$ cat src/rtl/hgpg_div.sv
// Pipelined restoring divider, one quotient bit per register stage.
// Depends on nothing; the numerator must satisfy num >> QUO_W < den.
module hgpg_div #(
  parameter int  NUM_W  = 24,
  parameter int  DEN_W  = 13,
  parameter int  QUO_W  = 24,
  parameter type SIDE_T = logic
) (
  input  logic             clk_i,
  input  logic             rst_ni,
  input  logic             adv_i,
  input  logic             vld_i,
  input  logic [NUM_W-1:0] num_i,
  input  logic [DEN_W-1:0] den_i,
  input  SIDE_T            side_i,
  output logic             vld_o,
  output logic [QUO_W-1:0] quo_o,
  output logic [DEN_W-1:0] rem_o,
  output SIDE_T            side_o
);

  logic [QUO_W-1:0] vld_q;
  logic [DEN_W-1:0] rem_q  [QUO_W];
  logic [QUO_W-1:0] quo_q  [QUO_W];
  logic [DEN_W-1:0] den_q  [QUO_W];
  SIDE_T            side_q [QUO_W];

  logic [DEN_W-1:0] rem_in  [QUO_W];
  logic [QUO_W-1:0] quo_in  [QUO_W];
  logic [DEN_W-1:0] den_in  [QUO_W];
  SIDE_T            side_in [QUO_W];
  logic [DEN_W-1:0] rem_d   [QUO_W];
  logic [QUO_W-1:0] quo_d   [QUO_W];

  always_comb begin
    logic [DEN_W:0] trial;
    logic [DEN_W:0] diff;
    logic           ge;
    rem_in[0]  = DEN_W'(num_i >> QUO_W);
    quo_in[0]  = num_i[QUO_W-1:0];
    den_in[0]  = den_i;
    side_in[0] = side_i;
    for (int s = 1; s < QUO_W; s++) begin
      rem_in[s]  = rem_q[s-1];
      quo_in[s]  = quo_q[s-1];
      den_in[s]  = den_q[s-1];
      side_in[s] = side_q[s-1];
    end
    for (int s = 0; s < QUO_W; s++) begin
      trial    = {rem_in[s], quo_in[s][QUO_W-1]};
      diff     = trial - {1'b0, den_in[s]};
      ge       = (trial >= {1'b0, den_in[s]});
      rem_d[s] = ge ? diff[DEN_W-1:0] : trial[DEN_W-1:0];
      quo_d[s] = {quo_in[s][QUO_W-2:0], ge};
    end
  end

  always_ff @(posedge clk_i or negedge rst_ni) begin
    if (!rst_ni) begin
      vld_q <= '0;
    end else if (adv_i) begin
      vld_q <= {vld_q[QUO_W-2:0], vld_i};
    end
  end

  always_ff @(posedge clk_i) begin
    if (adv_i) begin
      for (int s = 0; s < QUO_W; s++) begin
        rem_q[s]  <= rem_d[s];
        quo_q[s]  <= quo_d[s];
        den_q[s]  <= den_in[s];
        side_q[s] <= side_in[s];
      end
    end
  end

  assign vld_o  = vld_q[QUO_W-1];
  assign quo_o  = quo_q[QUO_W-1];
  assign rem_o  = rem_q[QUO_W-1];
  assign side_o = side_q[QUO_W-1];

endmodule

$ cat config.mk
export PLATFORM = sky130hd
export DESIGN_NAME = hgpg_div
export DESIGN_NICKNAME = d
export VERILOG_FILES = /design/src/rtl/hgpg_div.sv
export SDC_FILE = /design/constraint.sdc
export NUM_CORES = 2
export LEC_CHECK = 0
export BUFFER_PORTS_ARGS = -buffer_cell sky130_fd_sc_hd__buf_2
export CAP_MARGIN = 15
export CORE_UTILIZATION = 55
export DETAILED_ROUTE_END_ITERATION = 10
export PLACE_DENSITY = 0.74
export RECOVER_POWER = 50
export SLEW_MARGIN = 20
export SYNTH_ARGS = -nofsm -noshare
export SYNTH_HDL_FRONTEND = slang
export SYNTH_SLANG_ARGS = --single-unit
$ cat constraint.sdc
create_clock -name clk_i -period 2.82 [get_ports clk_i]
set_input_delay 0.423 -clock clk_i [delete_from_list [all_inputs] [get_ports clk_i]]
set_output_delay 0.423 -clock clk_i [all_outputs]
set_load 0.01 [all_outputs]
Word-level counts from Yosys, hierarchy flattened
Memories as Yosys holds them, arrays and structs flattened.
Index checks and enable logic that the tools add are counted.
- logic and storage cells: 79
- input port bits: 42
- bits in writable memories: 1224
- output and inout port bits: 39
- register bits after elaboration: 24
- memories kept: 4
- $lt $le $gt $ge: 24
- add/subtract/negate cells: 24
- multiplexer cells: 26
- memories (name ; words ; bits a word ; read ports ; clocked after memory_dff ; write ports ; RTL line ; RTL):
    quo_q ; 24 ; 24 ; 24 ; 0 ; 24 ; 24 ; logic [QUO_W-1:0] quo_q [QUO_W];
    den_q ; 24 ; 13 ; 23 ; 0 ; 24 ; 25 ; logic [DEN_W-1:0] den_q [QUO_W];
    rem_q ; 24 ; 13 ; 24 ; 0 ; 24 ; 23 ; logic [DEN_W-1:0] rem_q [QUO_W];
    side_q ; 24 ; 1 ; 24 ; 0 ; 24 ; 26 ; SIDE_T side_q [QUO_W];
- operator list (operator ; number):
    $ge A14 B13 Y1 ; 23
    $mux W13 ; 24
    $sub A13 B13 Y13 ; 23
    $ge A1 B13 Y1 ; 1
    $sub A1 B13 Y13 ; 1
    $mux W1 ; 2

Depth between registers and ports, before layout
An unclocked memory read counts as a cell.
- depth after elaboration: 3
- depth in mapped cells: 13
- gate-level depth less buffers: 12

Least setup slack after synthesis
No wires, ideal clock.
- path kind: register -> register
- start: memory quo_q[0][23]
- end: memory rem_q[1][1] (netlist: rem_q[0][14]) (data pin)
- setup time: 0.260 ns
- cell stages (with the launch flop): 11
- data required time: 2.560 ns
- period minus slack after synthesis: 2.891 ns
- slack: -0.071 ns
- arrival: 2.632 ns
- cell sequence: edfxtp_1 -> inv_1 -> ha_1 -> inv_1 -> fa_1 -> a21o_1 -> a21o_1 -> a221oi_4 -> a21oi_1 -> a2111oi_4 -> mux2_2
- RTL lines (item ; RTL line):
    from (decl) ; 24
    to (decl) ; 23

==> summary.txt <==
Logic synthesis
  • Adder-cell share of the synthesized area: a little under 8%
  • Yosys warning count: 0
  • Post-synth top cells: edfxtp_1, inv_1, ha_1, nand2_1, a21oi_1
  • FF+latch count, synth: 1235
  • Compound-Gate Fraction of Synth Area: under 10%
  • Sequential share of the synthesized area: around two thirds
  • Unique masters post-synth: just over 70
  • Main synth FF type: edfxtp_1
  • Area contributors post-synth: edfxtp_1, ha_1, mux2_2
  • Top cell type's share of synthesized area: between 60% and 70%
  • Async SR Flop Fraction: ~2%
  • Mux contribution to synthesized area: roughly 4.0%
  • Largest family of logic cells by synthesized area: compound AO/OA/AOI/OAI gates
  • Syn nets: roughly 4200
  • Most numerous cell in the Yosys netlist: edfxtp_1
  • XOR/XNOR share of the synthesized area: ~3.4%
  • Post-synth EDFFs: 1211
  • Post-Synth Simple-Gate Area: 5.77%
  • Post-Synthesis Cell Area: 54800 µm²
  • Syn avg cell area: 14.4 µm²
  • Cells after Synth: 3810
  • Area leader, netlist: edfxtp_1

Cells and area
  • Layout area overhead: 18.3%
  • Nets@finish: roughly 4700
  • Design area: 64800 µm²
  • Fraction of layout instances using a drive strength above 1: between 20% and 30%
  • Post-Route Utilization: ~66%
  • N_diodes: 0

Drt
  • Routed Antenna Nets: 0
  • DRT iter0 DRCs: just over 2000
  • Vias/cell: roughly 5.4
  • Vias: around 31000
  • Drt wl/cell: approximately 17 µm
  • WL final: roughly 100 mm
  • DRC Markers: 0
  • Detailed Routing Iterations Pass 1: 5

Clocking
  • Root buf cell: clkbuf_16
  • Sink Count: ~1200
  • Reg clk slew, reported paths: around 0.06 ns
  • H-Tree Depth: 4
  • CTS Buf Count: 132
  • Clk_lat worst skew: roughly 0.73 ns
  • CTS tree: yes
  • Clk buf depth: 3

STA
  • Min Hold Slack: around 0.07 ns
  • Slew HR: -32.2%
  • Final worst setup slack: -0.0883 ns
  • RSZ-0062 raised after global routing: yes
  • Final Max Slew Viols: 61
  • Final hold violation count: 0
  • Final setup violation count: 28
  • TNS Setup: -1.82 ns
  • FMAX: between 300 and 400 MHz
  • Worst slew pin tran: slightly below 2 ns
  • Max Clock Skew: around 0.024 ns
  • Period utilisation layout: 103%
  • Min Tclk post-route: 2.91 ns

Setup path
  • Worst Path Required: 3.29 ns
  • Crit-path max cell delay: 0.55 ns
  • CP Buf/Inv Count: 1
  • Data arrival, critical path: approximately 3.4 ns
  • Worst setup EP type: register
  • Worst-path cell chain: ha_1 > nand4_1 > nor4_1 > o211ai_1 > a31oi_2 > buf_12 > mux2_2
  • Crit path launch type: register
  • Family with the most delay on the worst path: simple AND/OR/NAND/NOR gates
  • CP Max Fanout: 14
  • Slowest CP cell: nor4_1
  • Setup Crit Path Kind: reg2reg

Pwr
  • Static Leak: about 26 nW
  • Max VDD drop: approximately 670 µV
  • Pwr Total: 0.0693 W
  • PwrDens: approximately 1100 nW/µm²

Floorplanning
  • Row count: between 100 and 150
  • Die Wd: about 320 µm
  • Area of the core: between 90000 and 100000 µm²
  • Die height: 318 µm
  • IO Pins: around 80
  • Initial Utilization: a little under three fifths
  • Die Area: 101000 µm²

Placed design
  • Post-DP HPWL: between 60 and 70 mm
  • Placed inst area: between 50000 and 60000 µm²
  • Port Buf Inserts: 80
  • RD Place Congestion: approximately 0.9

Run
  • Max-capacitance violation count: 1

Outcome
  • Failing checks: capacitance limit, slew limit, setup timing
  • Status: finished, violations left

Global routing
  • Largest net degree at the start of global routing: 105
  • Overall global routing resource usage: 19.3%
  • First-pass GRT wire length: between 150 and 200 mm
  • Grt ovf: 0
  • Vias in the first global route: ~31000
  • Initial antenna violation count: 0

Hold path
  • Tightest Hold Check Type: in2reg
state kept, by name, summed over array words and instances (netlist names):
name and count:
side_q 24, quo_q 576, vld_q 24, den_q 299, rem_q 312
worst paths after layout:
check	endpoint	cells past startpoint	startpoint	slack, ns
max in group asynchronous	vld_q[22]	2	rst_ni	1.59
min in group asynchronous	vld_q[23]	2	rst_ni	0.50
setup / recovery	rem_q[1][15]	7	rem_q[1][7]	-0.09
hold reg to reg	quo_q[2][44]	0	quo_q[2][19]	0.41
setup reg to reg	rem_q[1][15]	7	rem_q[1][7]	-0.09
hold / removal	rem_q[0][0]	3	num_i[23]	0.07
per-stage QoR:
stage	setup WS [ns]	instances
finish	-0.0883	5717
global route	-0.193	5717
CTS	-0.0357	5668
detailed placement	-0.209	5356
global placement	-0.219	5356
floorplan	-0.0232	3810
report_power, final:
part | switching, W | internal [W]
logic | 0.0127 | 0.0129
clock network | 0.00701 | 0.00935
registers | 0.00206 | 0.0252
total | 0.0218 | 0.0475
area by class of cell:
cell class	instances	area, µm²
inverter	398	1500
sequential	1235	37000
multi-input combinational	2132	16900
tap	1287	1610
clock inverter	87	752
timing repair buffer	428	3680
fill	6948	33800
clock buffer	150	3410
cells in the final DEF (no fill, tap or decap), drive strengths merged, types with 106 or more instances in the layout:
| cell | Yosys | final |
|---|---|---|
| buf | 20 | 342 |
| nor2 | 187 | 187 |
| clkbuf | 25 | 197 |
| nand2 | 216 | 216 |
| a21oi | 208 | 208 |
| inv | 397 | 405 |
| edfxtp | 1211 | 1211 |
| xnor2 | 106 | 106 |
| ha | 301 | 301 |
| o21ai | 184 | 184 |
| mux2 | 174 | 174 |
repair_timing:
action / in CTS / in global routing
cloned: 3 / 9
setup endpoints to repair: 244 / 283
hold endpoints to repair: 62 / 0
pin swaps: 34 / 80
buffers inserted: 33 / 46
hold buffers: 39 / 0
resized for setup: 62 / 178
per-layer routing:
layer  wire, µm  track usage (%)  up-vias
met5          0                0        -
met4       3460             8.05        0
met3       3380             2.94      220
met2      50100             33.7      552
met1      42100             24.0    15034
li1           -                -    15191
cell families (layout without fill, tap and decap cells):
family | after synthesis | count (layout)
compound gates | 725 | 725
mux | 195 | 195
buf+inv | 443 | 1063
fa+ha+maj | 324 | 324
simple gates | 677 | 677
flops | 1235 | 1235
xor+xnor | 211 | 211
worst register-to-register path: stages (launching register included):
cell and delay (ns):
edfxtp_1 0.42, ha_1 0.43, nand4_1 0.23, nor4_1 0.55, o211ai_1 0.21, a31oi_2 0.29, buf_12 0.18, mux2_2 0.36
Power figures use the tool's default switching activity.
