[config.mk]
export PLATFORM = sky130hd
export DESIGN_NAME = hgpg_cfg
export DESIGN_NICKNAME = d
export VERILOG_FILES = /design/src/rtl/hgpg_pkg.sv /design/src/rtl/hgpg_cfg.sv
export SDC_FILE = /design/constraint.sdc
export NUM_CORES = 1
export LEC_CHECK = 0
export ABC_AREA = 1
export BUFFER_PORTS_ARGS = -buffer_cell sky130_fd_sc_hd__buf_2
export CELL_PAD_IN_SITES_DETAIL_PLACEMENT = 1
export CELL_PAD_IN_SITES_GLOBAL_PLACEMENT = 2
export CORE_ASPECT_RATIO = 0.75
export CORE_MARGIN = 2
export CORE_UTILIZATION = 32
export DETAILED_ROUTE_END_ITERATION = 8
export GPL_TIMING_DRIVEN = 0
export PLACE_DENSITY_LB_ADDON = 0.1
export SLEW_MARGIN = 20
export SYNTH_ARGS = -nofsm -noshare
export SYNTH_HDL_FRONTEND = slang
export SYNTH_SLANG_ARGS = --single-unit
[constraint.sdc]
create_clock -name clk_i -period 5.2 [get_ports clk_i]
set_clock_uncertainty 0.1 [all_clocks]
set_input_delay 0.26 -clock clk_i [delete_from_list [all_inputs] [get_ports clk_i]]
set_output_delay 0.26 -clock clk_i [all_outputs]
set_load 0.01 [all_outputs]
[src/rtl/hgpg_pkg.sv]
// Shared types, constants and helpers of the hemisphere grid point generator.
// No dependencies; the files that use it refer to it by scoped names.
package hgpg_pkg;

  localparam int QUARTER_TURN = 23040;
  localparam int FULL_TURN    = 92160;
  localparam int MIN_RADIUS   = 10000;

  // Q30 radians per 1/256 degree, scaled by 2^16
  localparam logic [32:0] ANGLE_TO_Q30 = 33'd4797524517;
  localparam logic signed [31:0] CORDIC_GAIN_Q30 = 32'sd652032874;

  localparam logic [31:0] ATAN_Q30 [32] = '{
    32'h3243F6A8, 32'h1DAC6705, 32'h0FADBAFC, 32'h07F56EA6, 32'h03FEAB76, 32'h01FFD55B,
    32'h00FFFAAA, 32'h007FFF55, 32'h003FFFEA, 32'h001FFFFD, 32'h000FFFFF, 32'h0007FFFF,
    32'h0003FFFF, 32'h0001FFFF, 32'h0000FFFF, 32'h00007FFF, 32'h00003FFF, 32'h00001FFF,
    32'h00000FFF, 32'h000007FF, 32'h000003FF, 32'h000001FF, 32'h000000FF, 32'h0000007F,
    32'h0000003F, 32'h0000001F, 32'h0000000F, 32'h00000008, 32'h00000004, 32'h00000002,
    32'h00000001, 32'h00000000
  };

  typedef enum logic [2:0] {
    REG_RADIUS     = 3'd0,
    REG_AZ_POINTS  = 3'd1,
    REG_POL_POINTS = 3'd2,
    REG_POL_MIN    = 3'd3,
    REG_POL_MAX    = 3'd4
  } cfg_reg_e;

  // normalized settings
  typedef struct packed {
    logic [20:0] radius;
    logic [12:0] h;
    logic [12:0] v;
    logic [14:0] pmin;
    logic [14:0] span;
    logic        v_one;
  } cfg_t;

  typedef struct packed {
    logic err;
    logic last;
  } flag_t;

  typedef struct packed {
    logic [1:0]  quad;
    logic [14:0] rem;
  } angle_t;

  typedef struct packed {
    flag_t       flags;
    logic [16:0] az;
    logic [14:0] pol;
  } cord_side_t;

  function automatic logic [14:0] clamp_polar(input logic signed [16:0] v);
    logic [14:0] res;
    if (v < 17'sd0) begin
      res = 15'd0;
    end else if (v > 17'(QUARTER_TURN)) begin
      res = 15'(QUARTER_TURN);
    end else begin
      res = v[14:0];
    end
    return res;
  endfunction

  function automatic angle_t split_angle(input logic [16:0] a);
    angle_t res;
    if (a >= 17'(3 * QUARTER_TURN)) begin
      res.quad = 2'd3;
      res.rem  = 15'(a - 17'(3 * QUARTER_TURN));
    end else if (a >= 17'(2 * QUARTER_TURN)) begin
      res.quad = 2'd2;
      res.rem  = 15'(a - 17'(2 * QUARTER_TURN));
    end else if (a >= 17'(QUARTER_TURN)) begin
      res.quad = 2'd1;
      res.rem  = 15'(a - 17'(QUARTER_TURN));
    end else begin
      res.quad = 2'd0;
      res.rem  = a[14:0];
    end
    return res;
  endfunction

  // round half up, then drop 30 fraction bits
  function automatic logic signed [63:0] round_q30(input logic signed [63:0] v);
    return (v + 64'sd536870912) >>> 30;
  endfunction

endpackage

[src/rtl/hgpg_cfg.sv]
// Configuration registers and their normalization (floor, clamp, swap).
// Depends on hgpg_pkg.
module hgpg_cfg (
  input  logic               clk_i,
  input  logic               rst_ni,
  input  logic               cfg_we_i,
  input  logic [2:0]         cfg_index_i,
  input  logic [20:0]        cfg_data_i,
  output hgpg_pkg::cfg_t     cfg_o
);

  logic [20:0] radius_q;
  logic [12:0] az_pts_q;
  logic [12:0] pol_pts_q;
  logic [16:0] pmin_q;
  logic [16:0] pmax_q;
  logic [14:0] lim_a;
  logic [14:0] lim_b;
  logic [14:0] lo;
  logic [14:0] hi;

  always_ff @(posedge clk_i or negedge rst_ni) begin
    if (!rst_ni) begin
      radius_q  <= 21'd100000;
      az_pts_q  <= 13'd1;
      pol_pts_q <= 13'd1;
      pmin_q    <= 17'd0;
      pmax_q    <= 17'(hgpg_pkg::QUARTER_TURN);
    end else if (cfg_we_i) begin
      unique case (hgpg_pkg::cfg_reg_e'(cfg_index_i))
        hgpg_pkg::REG_RADIUS:     radius_q  <= cfg_data_i;
        hgpg_pkg::REG_AZ_POINTS:  az_pts_q  <= cfg_data_i[12:0];
        hgpg_pkg::REG_POL_POINTS: pol_pts_q <= cfg_data_i[12:0];
        hgpg_pkg::REG_POL_MIN:    pmin_q    <= cfg_data_i[16:0];
        hgpg_pkg::REG_POL_MAX:    pmax_q    <= cfg_data_i[16:0];
        default: ;
      endcase
    end
  end

  always_comb begin
    lim_a = hgpg_pkg::clamp_polar(signed'(pmin_q));
    lim_b = hgpg_pkg::clamp_polar(signed'(pmax_q));
    lo    = (lim_a > lim_b) ? lim_b : lim_a;
    hi    = (lim_a > lim_b) ? lim_a : lim_b;

    cfg_o.radius = (radius_q < 21'(hgpg_pkg::MIN_RADIUS)) ?
                   21'(hgpg_pkg::MIN_RADIUS) : radius_q;
    cfg_o.h      = (az_pts_q == 13'd0) ? 13'd1 : az_pts_q;
    cfg_o.v      = (pol_pts_q == 13'd0) ? 13'd1 : pol_pts_q;
    cfg_o.pmin   = lo;
    cfg_o.span   = hi - lo;
    cfg_o.v_one  = (pol_pts_q == 13'd0) || (pol_pts_q == 13'd1);
  end

endmodule

Word level (Yosys, flattened, before mapping)
Index checks and enable logic that the tools add are counted.
{"block": "op_classes", "add_sub_neg": 1, "magnitude_cmp": 6, "eq_ne": 5, "mux": 9, "reduce_logical": 9}
{"op": "$mux 15", "n": 6}
{"op": "$gt 17x16->1 const B", "n": 2}
{"op": "$lt 17x1->1 const B", "n": 2}
{"op": "$logic_not 13->1", "n": 2}
{"op": "$mux 13", "n": 2}
{"op": "$lt 21x14->1 const B", "n": 1}
{"op": "$mux 21", "n": 1}
{"op": "$gt 15x15->1", "n": 1}
{"op": "$sub 15x15->15", "n": 1}
{"op": "$eq 13x1->1 const B", "n": 1}
{"op": "$reduce_and 2->1", "n": 5}
{"op": "$eq 3x2->1 const B", "n": 2}
{"op": "$eq 3x1->1 const B", "n": 1}
{"op": "$eq 3x3->1 const B", "n": 1}
{"op": "$logic_not 3->1", "n": 1}
{"op": "$logic_or 1x1->1", "n": 1}
{"block": "totals", "register_bits": 81, "input_bits": 27, "out_inout_bits": 78, "elab_cells": 35}

Longest topological paths before layout
Gate-level depths: netlist (run 1).
{"block": "logic_depth", "depth_word": 6, "depth_mapped": 30, "depth_no_buf": 29}

Least setup slack after synthesis (run 1)
OpenSTA, ideal clock, no wires.
{"block": "synth_timing", "kind": "register -> output", "from": "register pmax_q[11]", "to": "output port cfg_o[9] (netlist bit)", "arrival_ps": 3339, "t_required_ps": 4840, "slack_ps": 1501, "stages_incl_launch_ff": 27, "path_cell_list": "dfstp_2 > inv_1 > nor2_1 > nand2_1 > nor2_1 > nand2_1 > nand3_2 > buf_2 > nand3_1 > ha_1 > nand2_1 > inv_2 > nand2_1 > nor3_2 > nand2_1 > nand2_2 > nand2_2 > o21ai_1 > o21ai_1 > ha_1 > inv_1 > nand2_2 > nand2_1 > nand2_2 > nand3_1 > nand2_1 > xor2_1"}
{"element": "start: declaration", "line_no": "hgpg_cfg.sv:16", "rtl": "logic [16:0] pmax_q;"}
{"element": "start signal: assignment", "line_no": "hgpg_cfg.sv:28", "rtl": "pmax_q <= 17'(hgpg_pkg::QUARTER_TURN);"}
{"element": "start signal: assignment", "line_no": "hgpg_cfg.sv:35", "rtl": "hgpg_pkg::REG_POL_MAX: pmax_q <= cfg_data_i[16:0];"}
{"element": "end: declaration", "line_no": "hgpg_cfg.sv:9", "rtl": "output hgpg_pkg::cfg_t cfg_o"}

==> reports/metrics.cfg, run 1 <==
[global_route]
antenna_found_initial = 0
grt_pass1_wl_um = 30100
grt_max_degree = 59
gr-usage-all-layers = 0.218
grt_overflow_total = 0
grt_pass1_vias = 5520

[clock_tree]
htreeDepth = 3
numCtsBuffers = 9
root_buffer = clkbuf_16
cts_buffer_depth = 2
clk_pin_slew_ns = 0.06
insertion_delay_ns = 0.34
cts_tree = done
clock-sinks = 81
postCtsSetupRepairBufs = 0

[synth]
yosysUniqueCellTypes = 35
yosysTopAreaCellShare = 0.328
avgSynthCellArea_um2 = 6.72
ys.warnings.count = 0
ys_ff_latch = 81
synth_area_leaders = dfrtp_1 33%, nand2_1 19%, o21ai_0 8.3%
synth_top_area_cell = dfrtp_1
synth_nets = 825
synth_area_um2 = 5260
seq_area_frac_synth = 0.388
synth_cells = 782

[placement]
io_buffer_count = 104
gp_congestion = 0.791
place_inst = 1097
dp_hpwl_um = 15000

[finish]
area_delta_synth_final_pct = 21.8
n_fill_cell = 2117
stdcell_count = 1114
nets = 942
diodes = 0
drive_gt1_frac = 0.195

[power]
power_density_nw_per_um2 = 603
pwr-share-clk = 0.158
sw_frac_of_total = 0.487
p_leak_nw = 3.59
p_switching_mw = 1.88
p_int_mw = 1.98
power_frac_comb = 0.615
seq_power_share = 0.227
vdd_drop_max_mv = 0.220

[routing]
wl_um = 18700
drt_pass1_iterations = 4
vias = 5389
drt_iter0_markers = 282
final_antenna_net_count = 0
via_per_inst = 4.84
drcViolationCount = 0
wl_per_cell_um = 16.8

[floorplanning]
die_w_um = 152
fp-row-count = 40
start_util = 0.327
die_h_um = 115
core-area_um2 = 16100
ios = 105
design.die.area_um2 = 17500

[critical_path]
critPathCaptureType = output port
arrival_ns = 4.46
max_stage_delay_ns = 0.38
cp-start-kind = flip-flop
critPathKind = flip-flop to output port
path_max_fanout = 10
reg2reg_slack_ns = 4.27
cpMaxStageDelayCell = ha_1
crit_required_ns = 4.84
crit_top_cell = nand2_1

[timing]
tns_ns = 0
period_needed_ns = 4.82
finalCritPeriodShare = 0.926
rsz0062_at_grt = no
drv_slew = 0
maxSlewHeadroom = 0.615
tightest_slew_ns = 0.578
final_hold_viol_count = 0
fmax_ghz = 0.208
setup_viol = 0

[flow_run]
drv_cap = 0

[min_path]
min_path_type = primary input to flip-flop

[outcome]
status = complete, no violations

-- repair_timing --
item                                   4_1_cts  5_1_grt
setup endpoints to repair                    0        9
resized for setup                            0       11
endpoints found under the hold margin       17        0
hold buffers                                 1        0
-- stage by stage --
step | hold WS [ns] | instance area, um2 | util | power [mW] | setup slack (ns)
after floorplan | -0.136 | 5260 | - | 2.41 | 1.50
after global placement | 0.373 | 6040 | 0.376 | 3.17 | 0.629
after detailed placement | 0.0923 | 6070 | 0.378 | 3.25 | 0.490
after CTS | 0.0481 | 6370 | 0.396 | 3.88 | 0.118
after global routing | 0.0547 | 6400 | 0.399 | 4.24 | 0.0000782
final | 0.0558 | 6400 | 0.399 | 3.86 | 0.383
-- worst paths after layout --
path,start,end,depth (start not counted)
min in group asynchronous,rst_ni,radius_q[20]$_DFFE_PN0P_,2
max in group asynchronous,rst_ni,pol_pts_q[0]$_DFFE_PN1P_,3
worst min register to register,pol_pts_q[0]$_DFFE_PN1P_,pol_pts_q[0]$_DFFE_PN1P_,2
worst min-delay path,cfg_data_i[19],radius_q[19]$_DFFE_PN0P_,2
worst max register to register,pmax_q[11]$_DFFE_PN1P_,pmax_q[11]$_DFFE_PN1P_,2
worst max-delay path,pmax_q[16]$_DFFE_PN0P_,cfg_o[15],30
-- power groups by stage --
stage               Combinational [mW]  Sequential [mW]  Clock (mW)
finish                            2.38            0.876       0.611
global placement                  2.29            0.877           0
CTS                               2.38            0.876       0.624
global route                      2.69            0.894       0.653
detailed placement                2.37            0.884           0
floorplan                         1.57            0.842           0
-- cells in the final DEF (no fill, tap or decap), types with 12 or more instances in the layout --
master	Yosys	layout
buf_2	2	103
ha_1	16	13
nand3_1	44	44
nand2_1	261	260
dfrtp_1	69	69
inv_1	108	108
clkbuf_1	47	49
o21ai_0	87	87
dfstp_2	12	12
nor2_1	52	51
-- worst max-delay path: cells and delay by family (launching register included) --
| family | cells | cell delay, ns |
|---|---|---|
| simple gates | 19 | 1.88 |
| buf+inv | 7 | 0.90 |
| fa+ha+maj | 2 | 0.57 |
| compound gates | 2 | 0.39 |
| flops | 1 | 0.36 |
-- synthesized netlist by cell type --
library cell	n
a41o_1	1
or4_1	1
nor4_1	8
dfrtp_1	69
nand3b_4	1
nand3_1	44
nand4_2	1
buf_2	2
nand2_1	261
dfstp_2	12
xnor2_1	1
a21oi_1	9
mux2_2	4
ha_1	16
nand3_2	2
o21ai_0	87
o21ai_1	4
nor3_1	2
nor3_2	1
a21boi_0	6
inv_1	108
buf_4	2
a21oi_2	2
nand4_1	5
nor2_1	52
and3_1	2
nand3b_1	2
nand2_2	8
xor2_1	6
buf_6	2
inv_4	1
clkbuf_1	47
or2_2	5
nor2_2	2
inv_2	6
-- registers in the layout, indices dropped and copies added, names as in the netlist --
register,count
pol_pts_q,13
radius_q,21
az_pts_q,13
pmax_q,17
pmin_q,17
-- area by class of cell --
| type | count | area (um2) | area share |
|---|---|---|---|
| Clock inverter | 2 | 12.5 | 0.00195 |
| Inverter | 115 | 434 | 0.0678 |
| Sequential cell | 81 | 2040 | 0.319 |
| Tap cell | 210 | 263 | 0.0410 |
| Buffer | 53 | 229 | 0.0358 |
| Clock buffer | 14 | 274 | 0.0428 |
| Timing Repair Buffer | 106 | 561 | 0.0876 |
| Multi-Input combinational cell | 533 | 2590 | 0.404 |
-- cells by family (layout without fill, tap and decap cells) --
logic type                 after synthesis  after routing  share of synthesized area
AOI/OAI and AO/OA                      109            109                      0.109
and+or+nand+nor                        397            397                      0.319
DFF                                     81             81                      0.388
muxes                                    4              4                    0.00857
xor gates and xnor gates                 7              7                     0.0117
adders and majority gates               16             16                     0.0381
buffers and inverters                  168            290                      0.125
-- layer usage --
| layer | GRT usage | vias up | routed length (um) | share of wire |
|---|---|---|---|---|
| li1 | - | 2654 | - | - |
| met1 | 0.335 | 2628 | 9830 | 0.53 |
| met2 | 0.337 | 99 | 7990 | 0.43 |
| met3 | 0.0298 | 8 | 802 | 0.043 |
| met4 | 0.0287 | 0 | 87 | 0.0046 |
| met5 | 0 | - | 0 | 0 |
No activity file was read; power rests on OpenSTA's default activity.
==> run 2, diff against run 1 <==
- ABC_AREA: 1 -> not set
- CORE_UTILIZATION: 32 -> 35
- clock period: 5.2 -> 5.4 ns (I/O delays scaled with it)
==> reports/metrics.cfg, run 2 <==
[floorplanning]
ios = 105  ; unchanged
die_h_um = 109  ; was 115 um
fp-row-count = 38  ; was 40
core-area_um2 = 14500  ; was 16100 um2
die_w_um = 144  ; was 152 um
start_util = 0.357  ; was 0.327
design.die.area_um2 = 15700  ; was 17500 um2

[timing]
tightest_slew_ns = 0.818  ; was 0.578 ns
final_hold_viol_count = 0  ; unchanged
fmax_ghz = 0.191
drv_slew = 0  ; unchanged
rsz0062_at_grt = yes  ; was no
finalCritPeriodShare = 0.969
setup_viol = 0  ; unchanged
period_needed_ns = 5.23
maxSlewHeadroom = 0.454  ; was 0.615

[power]
sw_frac_of_total = 0.418  ; was 0.487
vdd_drop_max_mv = 0.227  ; was 0.220 mV
p_switching_mw = 1.52  ; was 1.88 mW
p_leak_nw = 2.94  ; was 3.59 nW
power_density_nw_per_um2 = 547  ; was 603 nW/um2
p_int_mw = 2.11  ; was 1.98 mW
seq_power_share = 0.249  ; was 0.227
pwr-share-clk = 0.184  ; was 0.158
power_frac_comb = 0.567  ; was 0.615

[clock_tree]
cts_buffer_depth = 2  ; unchanged
cts_tree = done  ; unchanged
numCtsBuffers = 9  ; unchanged
htreeDepth = 3  ; unchanged
clock-sinks = 81  ; unchanged
clk_pin_slew_ns = 0.06  ; about the same
insertion_delay_ns = 0.34  ; about the same
root_buffer = clkbuf_16  ; unchanged

[routing]
drt_iter0_markers = 172  ; was 282
via_per_inst = 5.20  ; was 4.84
vias = 4390  ; was 5389
final_antenna_net_count = 0  ; unchanged
wl_per_cell_um = 18.6  ; was 16.8 um
drcViolationCount = 0  ; unchanged
wl_um = 15700  ; was 18700 um
drt_pass1_iterations = 4  ; unchanged

[finish]
reg.largest.list = radius_q (21), pmax_q (17), pmin_q (17)  ; unchanged
area_delta_synth_final_pct = 28.6  ; was 21.8%
nets = 682  ; was 942
regMostFlops = radius_q  ; unchanged
fin_util = 0.459  ; was 0.399
layout_common_cells = 107 x buf_2, 80 x mux2_2, 64 x dfrtp_1  ; was 260 x nand2_1, 108 x inv_1, 103 x buf_2
diodes = 0  ; unchanged
largest_reg_flops = 21  ; unchanged
final_common_cell = buf_2  ; was nand2_1
drive_gt1_frac = 0.461  ; was 0.195
stdcell_count = 844  ; was 1114
stdcell_area_um2 = 6640  ; was 6400 um2

[global_route]
gr-usage-all-layers = 0.204  ; was 0.218
grt_pass1_wl_um = 24500  ; was 30100 um
grt_max_degree = 50  ; was 59
grt_pass1_vias = 4476  ; was 5520
grt_overflow_total = 0  ; unchanged
antenna_found_initial = 0  ; unchanged

[synth]
synth_cells = 512  ; was 782
synth_commonest_cells = 80 x mux2_2, 69 x dfrtp_1, 41 x clkbuf_1, 30 x nand3_1, 27 x nand2_1  ; was 261 x nand2_1, 108 x inv_1, 87 x o21ai_0, 69 x dfrtp_1, 52 x nor2_1
ys.flop_type = dfrtp_1  ; unchanged
synth_area_leaders = dfrtp_1 33%, mux2_2 17%, dfstp_2 6.1%  ; was dfrtp_1 33%, nand2_1 19%, o21ai_0 8.3%
yosysTopAreaCellShare = 0.335  ; was 0.328
synth_edf_count = 0  ; unchanged
ys_ff_latch = 81  ; unchanged
synth_area_um2 = 5160  ; was 5260 um2
async_reset_ff_frac = 1.00  ; unchanged
avgSynthCellArea_um2 = 10.1  ; was 6.72 um2
synth.most_common_cell = mux2_2  ; was nand2_1
ys.warnings.count = 0  ; unchanged
seq_area_frac_synth = 0.396  ; was 0.388
synth_nets = 555  ; was 825
synth_top_area_cell = dfrtp_1  ; unchanged
yosysUniqueCellTypes = 71  ; was 35

[placement]
place_inst = 817  ; was 1097
gp_congestion = 0.835  ; was 0.791
placed_area_um2 = 5970  ; was 6070 um2
io_buffer_count = 104  ; unchanged
dp_hpwl_um = 12100  ; was 15000 um

[flow_run]
drv_cap = 0  ; unchanged

[critical_path]
cpMaxStageDelayCell = dfstp_2  ; was ha_1
critPathCaptureType = output port  ; unchanged
crit_required_ns = 5.03  ; was 4.84 ns
reg2reg_depth = 3  ; was 2
path_max_fanout = 4  ; was 10
max_stage_delay_ns = 0.56  ; was 0.38 ns
crit_chain = nor4bb_4 -> and4_1 -> buf_6 -> o21a_4 -> nand2_2 -> ha_4 -> and2_4 -> a221o_1 -> a41oi_2 -> a22oi_2 -> or3_4 -> and2_1 -> ha_2 -> o21ba_4 -> o31ai_4 -> o211ai_1 -> nor4_1 -> a211oi_1 -> buf_2
critPathKind = flip-flop to output port  ; unchanged
cp-start-kind = flip-flop  ; unchanged
arrival_ns = 4.86  ; was 4.46 ns

[min_path]
whs_path_depth = 2  ; unchanged
min_path_type = primary input to flip-flop  ; unchanged

[outcome]
status = complete, no violations  ; unchanged

run 2: logic make-up (layout without fill, tap and decap cells):
logic type               after synthesis  after routing  synth area share
buffers and inverters                 75            207            0.0643
XOR/XNOR                               8              8            0.0136
multiplexers                          92             92             0.198
adder cells (fa/ha/maj)               16             16            0.0388
flip-flops                            81             81             0.396
AO/OA/AOI/OAI                         95             95             0.133
AND/OR/NAND/NOR                      145            145             0.157
run 2: power by group through the flow:
stage | logic [mW] | registers (mW) | clock network [mW]
after floorplan | 1.30 | 0.849 | 0
after global placement | 1.85 | 0.899 | 0
after detailed placement | 1.89 | 0.904 | 0
after CTS | 1.97 | 0.900 | 0.685
after global routing | 2.26 | 0.929 | 0.712
final | 2.06 | 0.905 | 0.668
run 2: what timing repair did:
item | 4_1_cts | 5_1_grt
cloned | 0 | 0
buffers inserted | 3 | 9
resized for setup | 24 | 34
setup endpoints to repair | 22 | 14
hold endpoints to repair | 25 | 0
pin swaps | 10 | 15
hold buffers | 1 | 0
run 2: stage by stage:
stage,power (mW),setup WS (ns),TNS (ns),hold slack [ns]
after detailed placement,2.79,-0.456,-1.75,0.153
after global routing,3.90,-0.102,-0.161,0.0471
after CTS,3.55,0.0588,0,0.0496
after floorplan,2.15,0.737,0,-0.126
after global placement,2.75,-0.434,-1.64,0.383
final,3.63,0.166,0,0.0605
run 2: final cells by class:
| cell class | instances | area, um2 |
|---|---|---|
| Fill cell | 1693 | 7820 |
| Inverter | 18 | 67.6 |
| Multi-Input combinational cell | 356 | 3000 |
| Sequential cell | 81 | 2050 |
| Tap cell | 200 | 250 |
| Clock inverter | 5 | 77.6 |
| Buffer | 55 | 278 |
| Timing Repair Buffer | 118 | 663 |
| Clock buffer | 11 | 253 |
run 2: path summary, 6_finish.rpt:
path / start / end / slack [ns]
max: pmax_q[11]$_DFFE_PN1P_ / cfg_o[15] / 0.17
min: cfg_data_i[20] / radius_q[20]$_DFFE_PN0P_ / 0.06
max reg2reg: pmax_q[16]$_DFFE_PN0P_ / pmax_q[16]$_DFFE_PN0P_ / 4.19
min reg2reg: radius_q[3]$_DFFE_PN0P_ / radius_q[3]$_DFFE_PN0P_ / 0.40
max in group asynchronous: rst_ni / az_pts_q[0]$_DFFE_PN1P_ / 4.20
min in group asynchronous: rst_ni / pmin_q[16]$_DFFE_PN0P_ / 0.34
run 2: worst max-delay path: cells and delay by family (launching register included):
family	cells	cell delay, ns
compound gates	8	1.70
simple gates	7	1.58
buf+inv	2	0.28
flops	1	0.56
fa+ha+maj	2	0.42
run 2: layer usage:
layer	wire (um)	vias up	share of wire	GRT usage
met1	8100	2195	0.52	0.308
met2	6800	85	0.43	0.301
met4	110	0	0.0070	0.0423
met5	0	-	0	0
met3	678	9	0.043	0.0413
li1	-	2101	-	-
==> run 3, diff against run 2 <==
- CORE_MARGIN: 2 -> not set
- CTS_CLUSTER_DIAMETER: not set -> 150
==> reports/metrics.cfg, run 3 (same netlist as run 2, synthesis figures left out) <==
[finish]
regMostFlops = radius_q  ; unchanged
nets = 694  ; was 682
diodes = 0  ; unchanged
layout_common_cells = 108 x buf_2, 80 x mux2_2, 66 x dfrtp_1  ; was 107 x buf_2, 80 x mux2_2, 64 x dfrtp_1
drive_gt1_frac = 0.463  ; was 0.461
final_common_cell = buf_2  ; unchanged
reg.largest.list = radius_q (21), pmax_q (17), pmin_q (17)  ; unchanged
area_delta_synth_final_pct = 30.3  ; was 28.6%
stdcell_area_um2 = 6730  ; was 6640 um2
largest_reg_flops = 21  ; unchanged

[flow_run]
drv_cap = 0  ; unchanged

[clock_tree]
clock-sinks = 81  ; unchanged
root_buffer = clkbuf_16  ; unchanged
clk_pin_slew_ns = 0.06  ; about the same
cts_buffer_depth = 2  ; unchanged
insertion_delay_ns = 0.33  ; was 0.34 ns
cts_tree = done  ; unchanged
numCtsBuffers = 9  ; unchanged
htreeDepth = 3  ; unchanged

[global_route]
gr-usage-all-layers = 0.217  ; was 0.204
antenna_found_initial = 0  ; unchanged
grt_max_degree = 58  ; was 50
grt_pass1_vias = 4507  ; was 4476
grt_pass1_wl_um = 25200  ; was 24500 um
grt_overflow_total = 0  ; unchanged

[floorplanning]
ios = 105  ; unchanged
design.die.area_um2 = 15200  ; was 15700 um2
die_h_um = 107  ; was 109 um
start_util = 0.358  ; was 0.357
fp-row-count = 38  ; unchanged
core-area_um2 = 14400  ; was 14500 um2
die_w_um = 142  ; was 144 um

[placement]
place_ws_ns = -0.454  ; was -0.456 ns
placed_area_um2 = 5970  ; unchanged
dp_hpwl_um = 12200  ; was 12100 um
io_buffer_count = 104  ; unchanged
gp_congestion = 0.801  ; was 0.835

[critical_path]
critPathBufInv = 2  ; unchanged
cp-start-kind = flip-flop  ; unchanged
critPathCaptureType = output port  ; unchanged
arrival_ns = 4.89  ; was 4.86 ns
reg2reg_slack_ns = 4.18  ; was 4.19 ns
crit_chain = nor4bb_4 -> and4_1 -> buf_6 -> o21a_4 -> nand2_4 -> ha_4 -> and2_4 -> a221o_1 -> a41oi_2 -> a22oi_2 -> or3_4 -> and2_4 -> ha_4 -> o21ba_4 -> o31ai_4 -> o211ai_1 -> nor4_1 -> a211oi_1 -> buf_2  ; was nor4bb_4 -> and4_1 -> buf_6 -> o21a_4 -> nand2_2 -> ha_4 -> and2_4 -> a221o_1 -> a41oi_2 -> a22oi_2 -> or3_4 -> and2_1 -> ha_2 -> o21ba_4 -> o31ai_4 -> o211ai_1 -> nor4_1 -> a211oi_1 -> buf_2
path_max_fanout = 6  ; was 4
max_stage_delay_ns = 0.57  ; was 0.56 ns
crit_required_ns = 5.03  ; about the same
cp_top_family = compound AO/OA/AOI/OAI gates  ; unchanged
cpMaxStageDelayCell = dfstp_2  ; unchanged
critPathKind = flip-flop to output port  ; unchanged

[routing]
drt_pass1_iterations = 4  ; unchanged
wl_per_cell_um = 18.7  ; was 18.6 um
drcViolationCount = 0  ; unchanged
via_per_inst = 5.27  ; was 5.20
drt_iter0_markers = 184  ; was 172
vias = 4514  ; was 4390
wl_um = 16000  ; was 15700 um
final_antenna_net_count = 0  ; unchanged

[timing]
fmax_ghz = 0.190  ; was 0.191 GHz
finalCritPeriodShare = 0.974  ; was 0.969
setup_viol = 0  ; unchanged
maxSlewHeadroom = 0.458  ; was 0.454
drv_slew = 0  ; unchanged
period_needed_ns = 5.26  ; was 5.23 ns
rsz0062_at_grt = yes  ; unchanged
setup_slack_ns = 0.140  ; was 0.166 ns
tightest_slew_ns = 0.811  ; was 0.818 ns
final_hold_viol_count = 0  ; unchanged

[outcome]
status = complete, no violations  ; unchanged

[power]
p_leak_nw = 2.99  ; was 2.94 nW
p_total_mw = 3.68  ; was 3.63 mW
vdd_drop_max_mv = 0.235  ; was 0.227 mV
power_density_nw_per_um2 = 547  ; about the same

[min_path]
min_path_type = primary input to flip-flop  ; unchanged

run 3: cell count changes in the layout (fill, tap and decap cells not counted), sizes merged:
cell,previous run,this run
buf,130,142
clkbuf,53,58
clkinv,2,0
clkinvlp,1,0
bufinv,2,0
run 3: final cells by class:
cell class | count | area [um2]
fillers | 1660 | 7680
well taps | 200 | 250
clock buffers | 16 | 262
plain buffers | 55 | 290
inverters | 18 | 67.6
repair buffers | 130 | 768
multi-input cells | 356 | 3040
flip-flops and latches | 81 | 2050
run 3: final timing paths:
check	start	endpoint	depth (start not counted)
min in group asynchronous	rst_ni	pmin_q[16]$_DFFE_PN0P_	2
hold / removal	cfg_data_i[17]	radius_q[17]$_DFFE_PN0P_	2
setup reg to reg	pmax_q[16]$_DFFE_PN0P_	pmax_q[16]$_DFFE_PN0P_	3
setup / recovery	pmax_q[11]$_DFFE_PN1P_	cfg_o[15]	19
hold reg to reg	radius_q[1]$_DFFE_PN0P_	radius_q[1]$_DFFE_PN0P_	1
max in group asynchronous	rst_ni	pol_pts_q[0]$_DFFE_PN1P_	3
run 3: what timing repair did:
| action | CTS | global route |
|---|---|---|
| hold buffers | 1 | 0 |
| resized for setup | 26 | 41 |
| pin swaps | 11 | 23 |
| cloned | 1 | 1 |
| setup endpoints to repair | 25 | 16 |
| setup buffers | 6 | 16 |
| endpoints found under the hold margin | 17 | 0 |
run 3: stage by stage:
stage | hold slack, ns | util | setup TNS [ns] | cells
after global routing | 0.0494 | 0.467 | -0.139 | 856
final | 0.0656 | 0.467 | 0 | 856
after CTS | 0.0512 | 0.444 | 0 | 839
after floorplan | -0.126 | - | 0 | 512
after detailed placement | 0.105 | 0.414 | -2.56 | 817
after global placement | 0.382 | 0.412 | -1.72 | 816
run 3: worst register-to-register path: stages (launching register included):
cell and delay, ns:
dfrtp_1 0.36, inv_1 0.18, clkbuf_2 0.29, o21ai_0 0.14
run 3: per-layer routing:
layer,track usage,part of all wire
met1,0.330,0.51
met2,0.322,0.45
met3,0.0429,0.034
met4,0.0307,0.0071
met5,0,0
run 3: report_power, final:
| group | switching [mW] | leakage [nW] | internal [mW] |
|---|---|---|---|
| combinational | 1.19 | 1.92 | 1.04 |
| clock | 0.221 | 0.125 | 0.325 |
| sequential | 0.149 | 0.951 | 0.758 |
| total | 1.56 | 2.99 | 2.12 |
